<file path="src/hdl/ipd_pkg.sv">
package ipd_pkg;

	localparam int BUF_DEPTH_DEF = 64;
	localparam int BYTE_W        = 8;
	localparam int TAIL_BYTES    = 7;
	localparam int TAIL_W        = TAIL_BYTES * BYTE_W;
	localparam int TAIL_CNT_W    = 3;

	localparam logic [BYTE_W-1:0] CH_PLUS = 8'h2B;
	localparam logic [BYTE_W-1:0] CH_I    = 8'h49;
	localparam logic [BYTE_W-1:0] CH_P    = 8'h50;
	localparam logic [BYTE_W-1:0] CH_D    = 8'h44;
	localparam logic [BYTE_W-1:0] CH_SEMI = 8'h3B;

	// Markers that clear the store, newest byte lowest
	localparam logic [7*BYTE_W-1:0] MARK_CONNECT = 56'h434F4E4E454354;
	localparam logic [6*BYTE_W-1:0] MARK_CLOSED  = 48'h434C4F534544;
	localparam logic [4*BYTE_W-1:0] MARK_IPD     = 32'h2B495044;

	// Prefix hunt and packet read mode
	typedef enum logic [4:0] {
		H_PLUS = 5'b00001,
		H_I    = 5'b00010,
		H_P    = 5'b00100,
		H_D    = 5'b01000,
		H_READ = 5'b10000
	} hunt_mode_t;

	// Flush sequencer
	typedef enum logic [3:0] {
		S_IDLE  = 4'b0001,
		S_RD    = 4'b0010,
		S_LD    = 4'b0100,
		S_EMPTY = 4'b1000
	} seq_state_t;

	// Tail history control
	typedef struct packed {
		logic shift;
		logic clear;
	} tail_ctl_t;

endpackage

</file>
<file path="src/hdl/ipd_ram.sv">
module ipd_ram #(
	parameter int WIDTH = 8,
	parameter int DEPTH = 64
) (
	input  logic                     clk,
	input  logic                     we,
	input  logic [$clog2(DEPTH)-1:0] waddr,
	input  logic [WIDTH-1:0]         wdata,
	input  logic                     re,
	input  logic [$clog2(DEPTH)-1:0] raddr,
	output logic [WIDTH-1:0]         rdata
);

	logic [WIDTH-1:0] mem [DEPTH];

	// Write port
	always_ff @(posedge clk) begin
		if (we) begin
			mem[waddr] <= wdata;
		end
	end

	// Registered read port, holds while not enabled
	always_ff @(posedge clk) begin
		if (re) begin
			rdata <= mem[raddr];
		end
	end

endmodule

</file>
<file path="src/hdl/ipd_tail.sv">
module ipd_tail (
	input  logic                      clk,
	input  logic                      arst_n,
	input  logic [ipd_pkg::BYTE_W-1:0] rx_byte,
	input  ipd_pkg::tail_ctl_t        ctl,
	output logic                      match
);

	logic [ipd_pkg::TAIL_W-1:0]     tail_q;
	logic [ipd_pkg::TAIL_CNT_W-1:0] cnt_q;
	logic [ipd_pkg::TAIL_W-1:0]     tail_nxt;
	logic [ipd_pkg::TAIL_CNT_W-1:0] cnt_nxt;

	// Shift in the new byte and saturate the count
	assign tail_nxt = {tail_q[ipd_pkg::TAIL_W-ipd_pkg::BYTE_W-1:0], rx_byte};
	assign cnt_nxt  = (cnt_q == ipd_pkg::TAIL_CNT_W'(ipd_pkg::TAIL_BYTES)) ?
		cnt_q : cnt_q + 1'b1;

	// Compare the updated history against the markers
	always_comb begin
		match = 1'b0;
		if (cnt_nxt >= ipd_pkg::TAIL_CNT_W'(7) &&
			tail_nxt == ipd_pkg::MARK_CONNECT) begin
			match = 1'b1;
		end
		if (cnt_nxt >= ipd_pkg::TAIL_CNT_W'(6) &&
			tail_nxt[6*ipd_pkg::BYTE_W-1:0] == ipd_pkg::MARK_CLOSED) begin
			match = 1'b1;
		end
		if (cnt_nxt >= ipd_pkg::TAIL_CNT_W'(4) &&
			tail_nxt[4*ipd_pkg::BYTE_W-1:0] == ipd_pkg::MARK_IPD) begin
			match = 1'b1;
		end
	end

	// Update or clear the history
	always_ff @(posedge clk or negedge arst_n) begin
		if (!arst_n) begin
			tail_q <= '0;
			cnt_q  <= '0;
		end else if (ctl.clear) begin
			tail_q <= '0;
			cnt_q  <= '0;
		end else if (ctl.shift) begin
			tail_q <= tail_nxt;
			cnt_q  <= cnt_nxt;
		end
	end

endmodule

</file>
<file path="src/hdl/ipd_frame_extractor.sv">
// Input: one item accepted per cycle while no packet is being flushed.
// A ';' in packet read mode starts a flush: each stored byte is read from memory
// (S_RD), then loaded into the output register (S_LD), where the load waits
// while the output is stalled; an empty packet loads one result via S_EMPTY.
// The input is held until the flush has loaded its last result.
// Reset clears the hunt mode, fill count, tail history and handshakes;
// store contents are not cleared and are only read after being written.
module ipd_frame_extractor #(
	parameter int BUF_DEPTH = ipd_pkg::BUF_DEPTH_DEF
) (
	input  logic       clk,
	input  logic       arst_n,
	input  logic       s_tvalid,
	output logic       s_tready,
	input  logic [7:0] s_tdata,  // [7:0] rx_byte
	output logic       m_tvalid,
	input  logic       m_tready,
	output logic [7:0] m_tdata,  // [7:0] payload_byte
	output logic       m_tlast,  // last
	output logic       m_tuser   // [0] empty_packet
);

	localparam int AW = $clog2(BUF_DEPTH);

	ipd_pkg::hunt_mode_t hunt_q;
	ipd_pkg::seq_state_t st_q;
	logic [AW-1:0]       fill_q;
	logic [AW-1:0]       rd_cnt_q;
	logic [AW-1:0]       flush_last_q;
	logic                acc;
	logic                in_read;
	logic                is_semi;
	logic                full;
	logic                match;
	logic                store_clr;
	logic [AW-1:0]       fill_new;
	logic                can_load;
	logic                rd_last;
	logic [7:0]          ram_rdata;
	ipd_pkg::tail_ctl_t  tail_ctl;
	logic                m_tvalid_q;
	logic [7:0]          m_tdata_q;
	logic                m_tlast_q;
	logic                m_tuser_q;

	assign s_tready = (st_q == ipd_pkg::S_IDLE);
	assign acc      = s_tvalid && s_tready;
	assign in_read  = (hunt_q == ipd_pkg::H_READ);
	assign is_semi  = (s_tdata == ipd_pkg::CH_SEMI);
	assign full     = (fill_q == AW'(BUF_DEPTH - 1));
	assign store_clr = match || full;
	assign fill_new = store_clr ? '0 : fill_q + 1'b1;
	assign can_load = !m_tvalid_q || m_tready;
	assign rd_last  = (rd_cnt_q == flush_last_q);

	// Tail history control
	always_comb begin
		tail_ctl.shift = acc && in_read;
		tail_ctl.clear = acc && (((hunt_q == ipd_pkg::H_D) && (s_tdata == ipd_pkg::CH_D)) ||
			(in_read && (store_clr || is_semi)));
	end

	ipd_tail u_tail (
		.clk     (clk),
		.arst_n  (arst_n),
		.rx_byte (s_tdata),
		.ctl     (tail_ctl),
		.match   (match)
	);

	ipd_ram #(
		.WIDTH (8),
		.DEPTH (BUF_DEPTH)
	) u_store (
		.clk   (clk),
		.we    (tail_ctl.shift),
		.waddr (fill_q),
		.wdata (s_tdata),
		.re    (st_q == ipd_pkg::S_RD),
		.raddr (rd_cnt_q),
		.rdata (ram_rdata)
	);

	// Hunt the prefix and track the fill
	always_ff @(posedge clk or negedge arst_n) begin
		if (!arst_n) begin
			hunt_q <= ipd_pkg::H_PLUS;
			fill_q <= '0;
		end else if (acc) begin
			unique case (hunt_q)
				ipd_pkg::H_PLUS: begin
					hunt_q <= (s_tdata == ipd_pkg::CH_PLUS) ? ipd_pkg::H_I : ipd_pkg::H_PLUS;
				end
				ipd_pkg::H_I: begin
					hunt_q <= (s_tdata == ipd_pkg::CH_I) ? ipd_pkg::H_P : ipd_pkg::H_PLUS;
				end
				ipd_pkg::H_P: begin
					hunt_q <= (s_tdata == ipd_pkg::CH_P) ? ipd_pkg::H_D : ipd_pkg::H_PLUS;
				end
				ipd_pkg::H_D: begin
					if (s_tdata == ipd_pkg::CH_D) begin
						hunt_q <= ipd_pkg::H_READ;
						fill_q <= '0;
					end else begin
						hunt_q <= ipd_pkg::H_PLUS;
					end
				end
				ipd_pkg::H_READ: begin
					if (is_semi) begin
						hunt_q <= ipd_pkg::H_PLUS;
						fill_q <= '0;
					end else begin
						fill_q <= fill_new;
					end
				end
				default: begin
					hunt_q <= ipd_pkg::H_PLUS;
				end
			endcase
		end
	end

	// Sequence the flush: read one entry, then load it into the output; an empty packet loads a single marker result
	always_ff @(posedge clk or negedge arst_n) begin
		if (!arst_n) begin
			st_q         <= ipd_pkg::S_IDLE;
			rd_cnt_q     <= '0;
			flush_last_q <= '0;
		end else begin
			unique case (st_q)
				ipd_pkg::S_IDLE: begin
					if (acc && in_read && is_semi) begin
						rd_cnt_q     <= '0;
						flush_last_q <= fill_new - 1'b1;
						st_q         <= (fill_new == '0) ? ipd_pkg::S_EMPTY : ipd_pkg::S_RD;
					end
				end
				ipd_pkg::S_RD: begin
					st_q <= ipd_pkg::S_LD;
				end
				ipd_pkg::S_LD: begin
					if (can_load) begin
						if (rd_last) begin
							st_q <= ipd_pkg::S_IDLE;
						end else begin
							rd_cnt_q <= rd_cnt_q + 1'b1;
							st_q     <= ipd_pkg::S_RD;
						end
					end
				end
				ipd_pkg::S_EMPTY: begin
					if (can_load) begin
						st_q <= ipd_pkg::S_IDLE;
					end
				end
				default: begin
					st_q <= ipd_pkg::S_IDLE;
				end
			endcase
		end
	end

	// Output register: load a result, drop it once taken
	always_ff @(posedge clk or negedge arst_n) begin
		if (!arst_n) begin
			m_tvalid_q <= 1'b0;
		end else if (can_load && (st_q == ipd_pkg::S_LD || st_q == ipd_pkg::S_EMPTY)) begin
			m_tvalid_q <= 1'b1;
		end else if (m_tready) begin
			m_tvalid_q <= 1'b0;
		end
	end

	always_ff @(posedge clk) begin
		if (can_load && st_q == ipd_pkg::S_LD) begin
			m_tdata_q <= ram_rdata;
			m_tlast_q <= rd_last;
			m_tuser_q <= 1'b0;
		end else if (can_load && st_q == ipd_pkg::S_EMPTY) begin
			m_tdata_q <= '0;
			m_tlast_q <= 1'b1;
			m_tuser_q <= 1'b1;
		end
	end

	assign m_tvalid = m_tvalid_q;
	assign m_tdata  = m_tdata_q;
	assign m_tlast  = m_tlast_q;
	assign m_tuser  = m_tuser_q;

`ifndef SYNTHESIS
	a_empty_is_last: assert property (@(posedge clk) disable iff (!arst_n)
		(m_tvalid && m_tuser) |-> m_tlast)
		else $error("empty packet result without last");

	a_rd_in_range: assert property (@(posedge clk) disable iff (!arst_n)
		(st_q == ipd_pkg::S_LD) |-> (rd_cnt_q <= flush_last_q))
		else $error("flush read beyond packet end");

	a_fill_below_depth: assert property (@(posedge clk) disable iff (!arst_n)
		acc |=> (32'(fill_q) < BUF_DEPTH))
		else $error("fill count reached store depth");

	a_flush_after_semi: assert property (@(posedge clk) disable iff (!arst_n)
		(acc && in_read && is_semi) |=> !s_tready)
		else $error("terminator did not start a flush");
`endif

endmodule

</file>
<file path="config.mk">
export PLATFORM = sky130hd
export DESIGN_NAME = ipd_frame_extractor
export DESIGN_NICKNAME = d
export VERILOG_FILES = /design/src/hdl/ipd_pkg.sv /design/src/hdl/ipd_ram.sv /design/src/hdl/ipd_tail.sv /design/src/hdl/ipd_frame_extractor.sv
export SDC_FILE = /design/constraint.sdc
export NUM_CORES = 1
export LEC_CHECK = 0
export ABC_AREA = 1
export BUFFER_PORTS_ARGS = -buffer_cell sky130_fd_sc_hd__buf_2
export CAP_MARGIN = 40
export CORE_ASPECT_RATIO = 1.2
export CORE_MARGIN = 1.5
export CORE_UTILIZATION = 35
export CTS_CLUSTER_DIAMETER = 60
export DETAILED_ROUTE_END_ITERATION = 12
export SKIP_LAST_GASP = 1
export SLEW_MARGIN = 5
export SYNTH_ARGS = -nofsm -noshare
export SYNTH_HDL_FRONTEND = slang
export SYNTH_SLANG_ARGS = --single-unit
</file>
<file path="constraint.sdc">
create_clock -name clk -period 2.6 [get_ports clk]
set_input_delay 0.52 -clock clk [delete_from_list [all_inputs] [get_ports clk]]
set_output_delay 0.52 -clock clk [all_outputs]
set_load 0.05 [all_outputs]
</file>
==> results.toml <==
[outcome]
outcome = "finished clean"

[critical_path]
reg2reg_slack_ps = 110
worst-r2r-cell-count = 9
crit_path_end_kind = "flop"
startpoint_type = "flop"
worstPathMaxFanout = 8
reg2reg_to = "u_store.mem[42][4]"
arrival_ps = 2810
crit_required_ps = 2920
critPathKind = "flop to flop"
r2r-start = "st_q[3]"

[timing]
min_period_ps = 2490
fmax_ghz = 0.402
worstMarginPinSlew_ps = 889
rsz0062_at_grt = "no"
slew_headroom_pct = 40.8
finalHoldViolCount = 0
final_max_slew_viol_count = 0
fin_crit_sh_pct = 95.8
timing.setup.tns_ps = 0
setup_violations = 0
fin_ws_ps = 110
fin_hold_ws_ps = 209
clock_skew_ps = 33.6

[power]
clkPwrFrac_pct = 36.1
seqPwrFrac_pct = 44.6
switching_share_pct = 29.2
power_leakage_nw = 9.97
p_sw_mw = 7.14
power_report.internal_total_mw = 17.3
p_per_area_nw_per_um2 = 845
combPwrFrac_pct = 19.4
peakVddDrop_mv = 0.609

[synthesis]
synth_seq_cells = 609
syn_inst = 2077
yosys_warnings = 0
synth-adder-area-share_pct = 0.201
ys_seq_area_share_pct = 71.8
synth_area_per_cell_um2 = 12.0
synth-simple-area-share_pct = 12.5
synth.net_count = 2093
synthMuxAreaShare_pct = 0
netlist_area_um2 = 24900
synth_compound_area_share_pct = 11.7
synth_xor_area_share_pct = 0.211
synth_cell_types = 43
synth_top_family_by_area = "simple AND/OR/NAND/NOR gates"

[routing]
num_vias = 16652
dr.pass1.iters = 5
finalWirelength_mm = 63.4
wire_per_inst_um = 20.2
drcViolationCount = 0
ant_nets = 0
via_per_inst = 5.29
drtIter0Drc = 1454

[floorplanning]
start_util_pct = 35.6
dieArea_um2 = 72800
die_x_um = 247
io_pins = 24
die_h_um = 295
num_rows = 106
core_um2 = 70000

[global_route]
grt_pass1_wl_mm = 97.7
grtUsageTotal_pct = 17.6
antenna_found_initial = 5
grt_pass1_vias = 16725
overflow = 0
grt_start_max_net_pins = 77

[place]
io_buffers = 23
routabilityCongestion = 0.859
place_ws_ps = 121
dp_hpwl_mm = 39.7

[min_path]
holdPathStages = 3
min_path_type = "input pin to flop"
hold_end = "u_tail.tail_q[5]"
min_from = "s_tdata[5]"

[clocking]
h-tree-depth = 2
post_cts_buffers = 0
cts_tree = "built"
numClockSinks = 609
ctsLongestPathBuffers = 3
clk_pin_slew_ps = 70
clk_latency_ps = 640
cts-root-buf = "clkbuf_16"
ctsResizeCount = 0
cts_buffers = 58

[run]
cap_viol_max_count = 0

[finish]
fillers = 6513
final_cell_mix = "edfxtp_1, nor2_1, o21ai_0"
final_util_pct = 41.4
area_delta_synth_final_pct = 16.3
nets = 2195
drive_gt1_share_pct = 13.1
final_common_cell = "edfxtp_1"
worst max-delay path by stage:
stage | startpoint | endpoint | slack [ps] | cells after the start
final | st_q[3] | u_store.mem[42][4] | 110 | 9
after global routing | st_q[3] | u_store.mem[42][3] | 20 | 9
after CTS | st_q[3] | u_store.mem[42][4] | 150 | 9
after detailed placement | s_tdata[0] | u_tail.cnt_q[1] | 120 | 11
after global placement | rd_cnt_q[1] | u_store.rdata[4] | 210 | 8
after floorplan | st_q[0] | u_store.mem[0][0] | 510 | 6
cells by family (layout without fill, tap and decap cells):
group / after synthesis / after routing
compound gates: 494 / 494
flops: 609 / 609
xor+xnor: 6 / 6
buf+inv: 219 / 368
other cells: 0 / 2
simple gates: 745 / 745
fa+ha+maj: 4 / 4
routing by layer:
metal,vias to the layer above,track usage [%],wire length (um)
li1,7771,-,-
met1,8258,21.5,25700
met2,504,31.0,32000
met3,119,2.45,3230
met4,0,7.27,2440
met5,-,0,0
sequential cells by signal, summed over array words and instances (netlist names):
| register | cells |
|---|---|
| fill_q | 6 |
| flush_last_q | 6 |
| hunt_q | 5 |
| m_tdata | 8 |
| m_tlast | 1 |
| m_tuser | 1 |
| m_tvalid | 1 |
| rd_cnt_q | 6 |
| st_q | 4 |
| u_store.mem | 512 |
| u_store.rdata | 8 |
| u_tail.cnt_q | 3 |
| u_tail.tail_q | 48 |
final cells by class:
cell class	instances	area, um^2	area share, %
timing repair buffer	162	1390	4.79
clock inverter	41	499	1.72
multi-input combinational	1249	6150	21.2
tap	918	1150	3.97
antenna	2	5.00	0.0173
sequential	609	17900	61.8
inverter	99	377	1.30
clock buffer	66	1510	5.21
cell usage after synthesis:
cell type | count | area [um^2]
a21oi_1 | 15 | 75.1
nand2_4 | 1 | 11.3
nor2_2 | 3 | 18.8
edfxtp_1 | 529 | 15900
buf_2 | 53 | 265
inv_2 | 9 | 33.8
ha_1 | 4 | 50.1
o21ai_1 | 39 | 195
nor3_2 | 2 | 20.0
nor4_1 | 4 | 25.0
nor3b_1 | 1 | 7.51
clkbuf_1 | 65 | 244
buf_1 | 1 | 3.75
nor3_1 | 13 | 65.1
nand4_1 | 32 | 200
dfrtp_1 | 77 | 1930
nand3_2 | 3 | 30.0
nand2_1 | 204 | 766
o31ai_1 | 18 | 135
clkinv_1 | 4 | 15.0
dfxtp_1 | 1 | 20.0
o2111ai_1 | 1 | 8.76
xor2_1 | 5 | 43.8
or2_2 | 1 | 6.26
xnor2_1 | 1 | 8.76
a31oi_1 | 1 | 6.26
a32o_1 | 1 | 10.0
nor2_1 | 397 | 1490
nand3b_1 | 6 | 45.0
dfstp_2 | 2 | 52.6
nand3_1 | 70 | 350
nor2_4 | 3 | 33.8
o211ai_1 | 20 | 150
nor3_4 | 2 | 32.5
o221ai_1 | 46 | 403
inv_1 | 86 | 323
o22ai_1 | 116 | 726
nand2_2 | 3 | 18.8
buf_4 | 1 | 7.51
o21ai_0 | 234 | 1170
o32a_1 | 1 | 10.0
a221oi_1 | 1 | 8.76
a211oi_2 | 1 | 12.5
critical path, cell delays in order, from the launching register on:
cell	delay [ps]
dfrtp_1	450
nor2_1	160
nand3_2	150
nor2_4	210
nand2_2	160
nor2_1	260
nand3_1	100
buf_4	220
nor2_1	240
buf_4	220
power by group through the flow:
stage / Clock, mW / Sequential (mW) / Combinational (mW)
6_report: 8.82 / 10.9 / 4.74
3_3_place_gp: 0 / 11.1 / 4.67
5_1_grt: 9.36 / 10.9 / 5.18
2_1_floorplan: 0 / 11.1 / 2.95
3_5_place_dp: 0 / 11.1 / 4.72
4_1_cts: 8.98 / 10.9 / 4.74
timing repair:
action | CTS | global route
hold buffers | 1 | 0
hold endpoints to repair | 52 | 0
endpoints found under the setup margin | 0 | 0
stage by stage:
step                instances  total power, mW  instance area (um^2)
finish                   3146             24.5                 29000
global route             3146             25.5                 29000
CTS                      3144             24.6                 29000
detailed placement       3036             15.8                 26900
global placement         3036             15.8                 26900
floorplan                2077             14.1                 24900
Power figures use the tool's default switching activity.
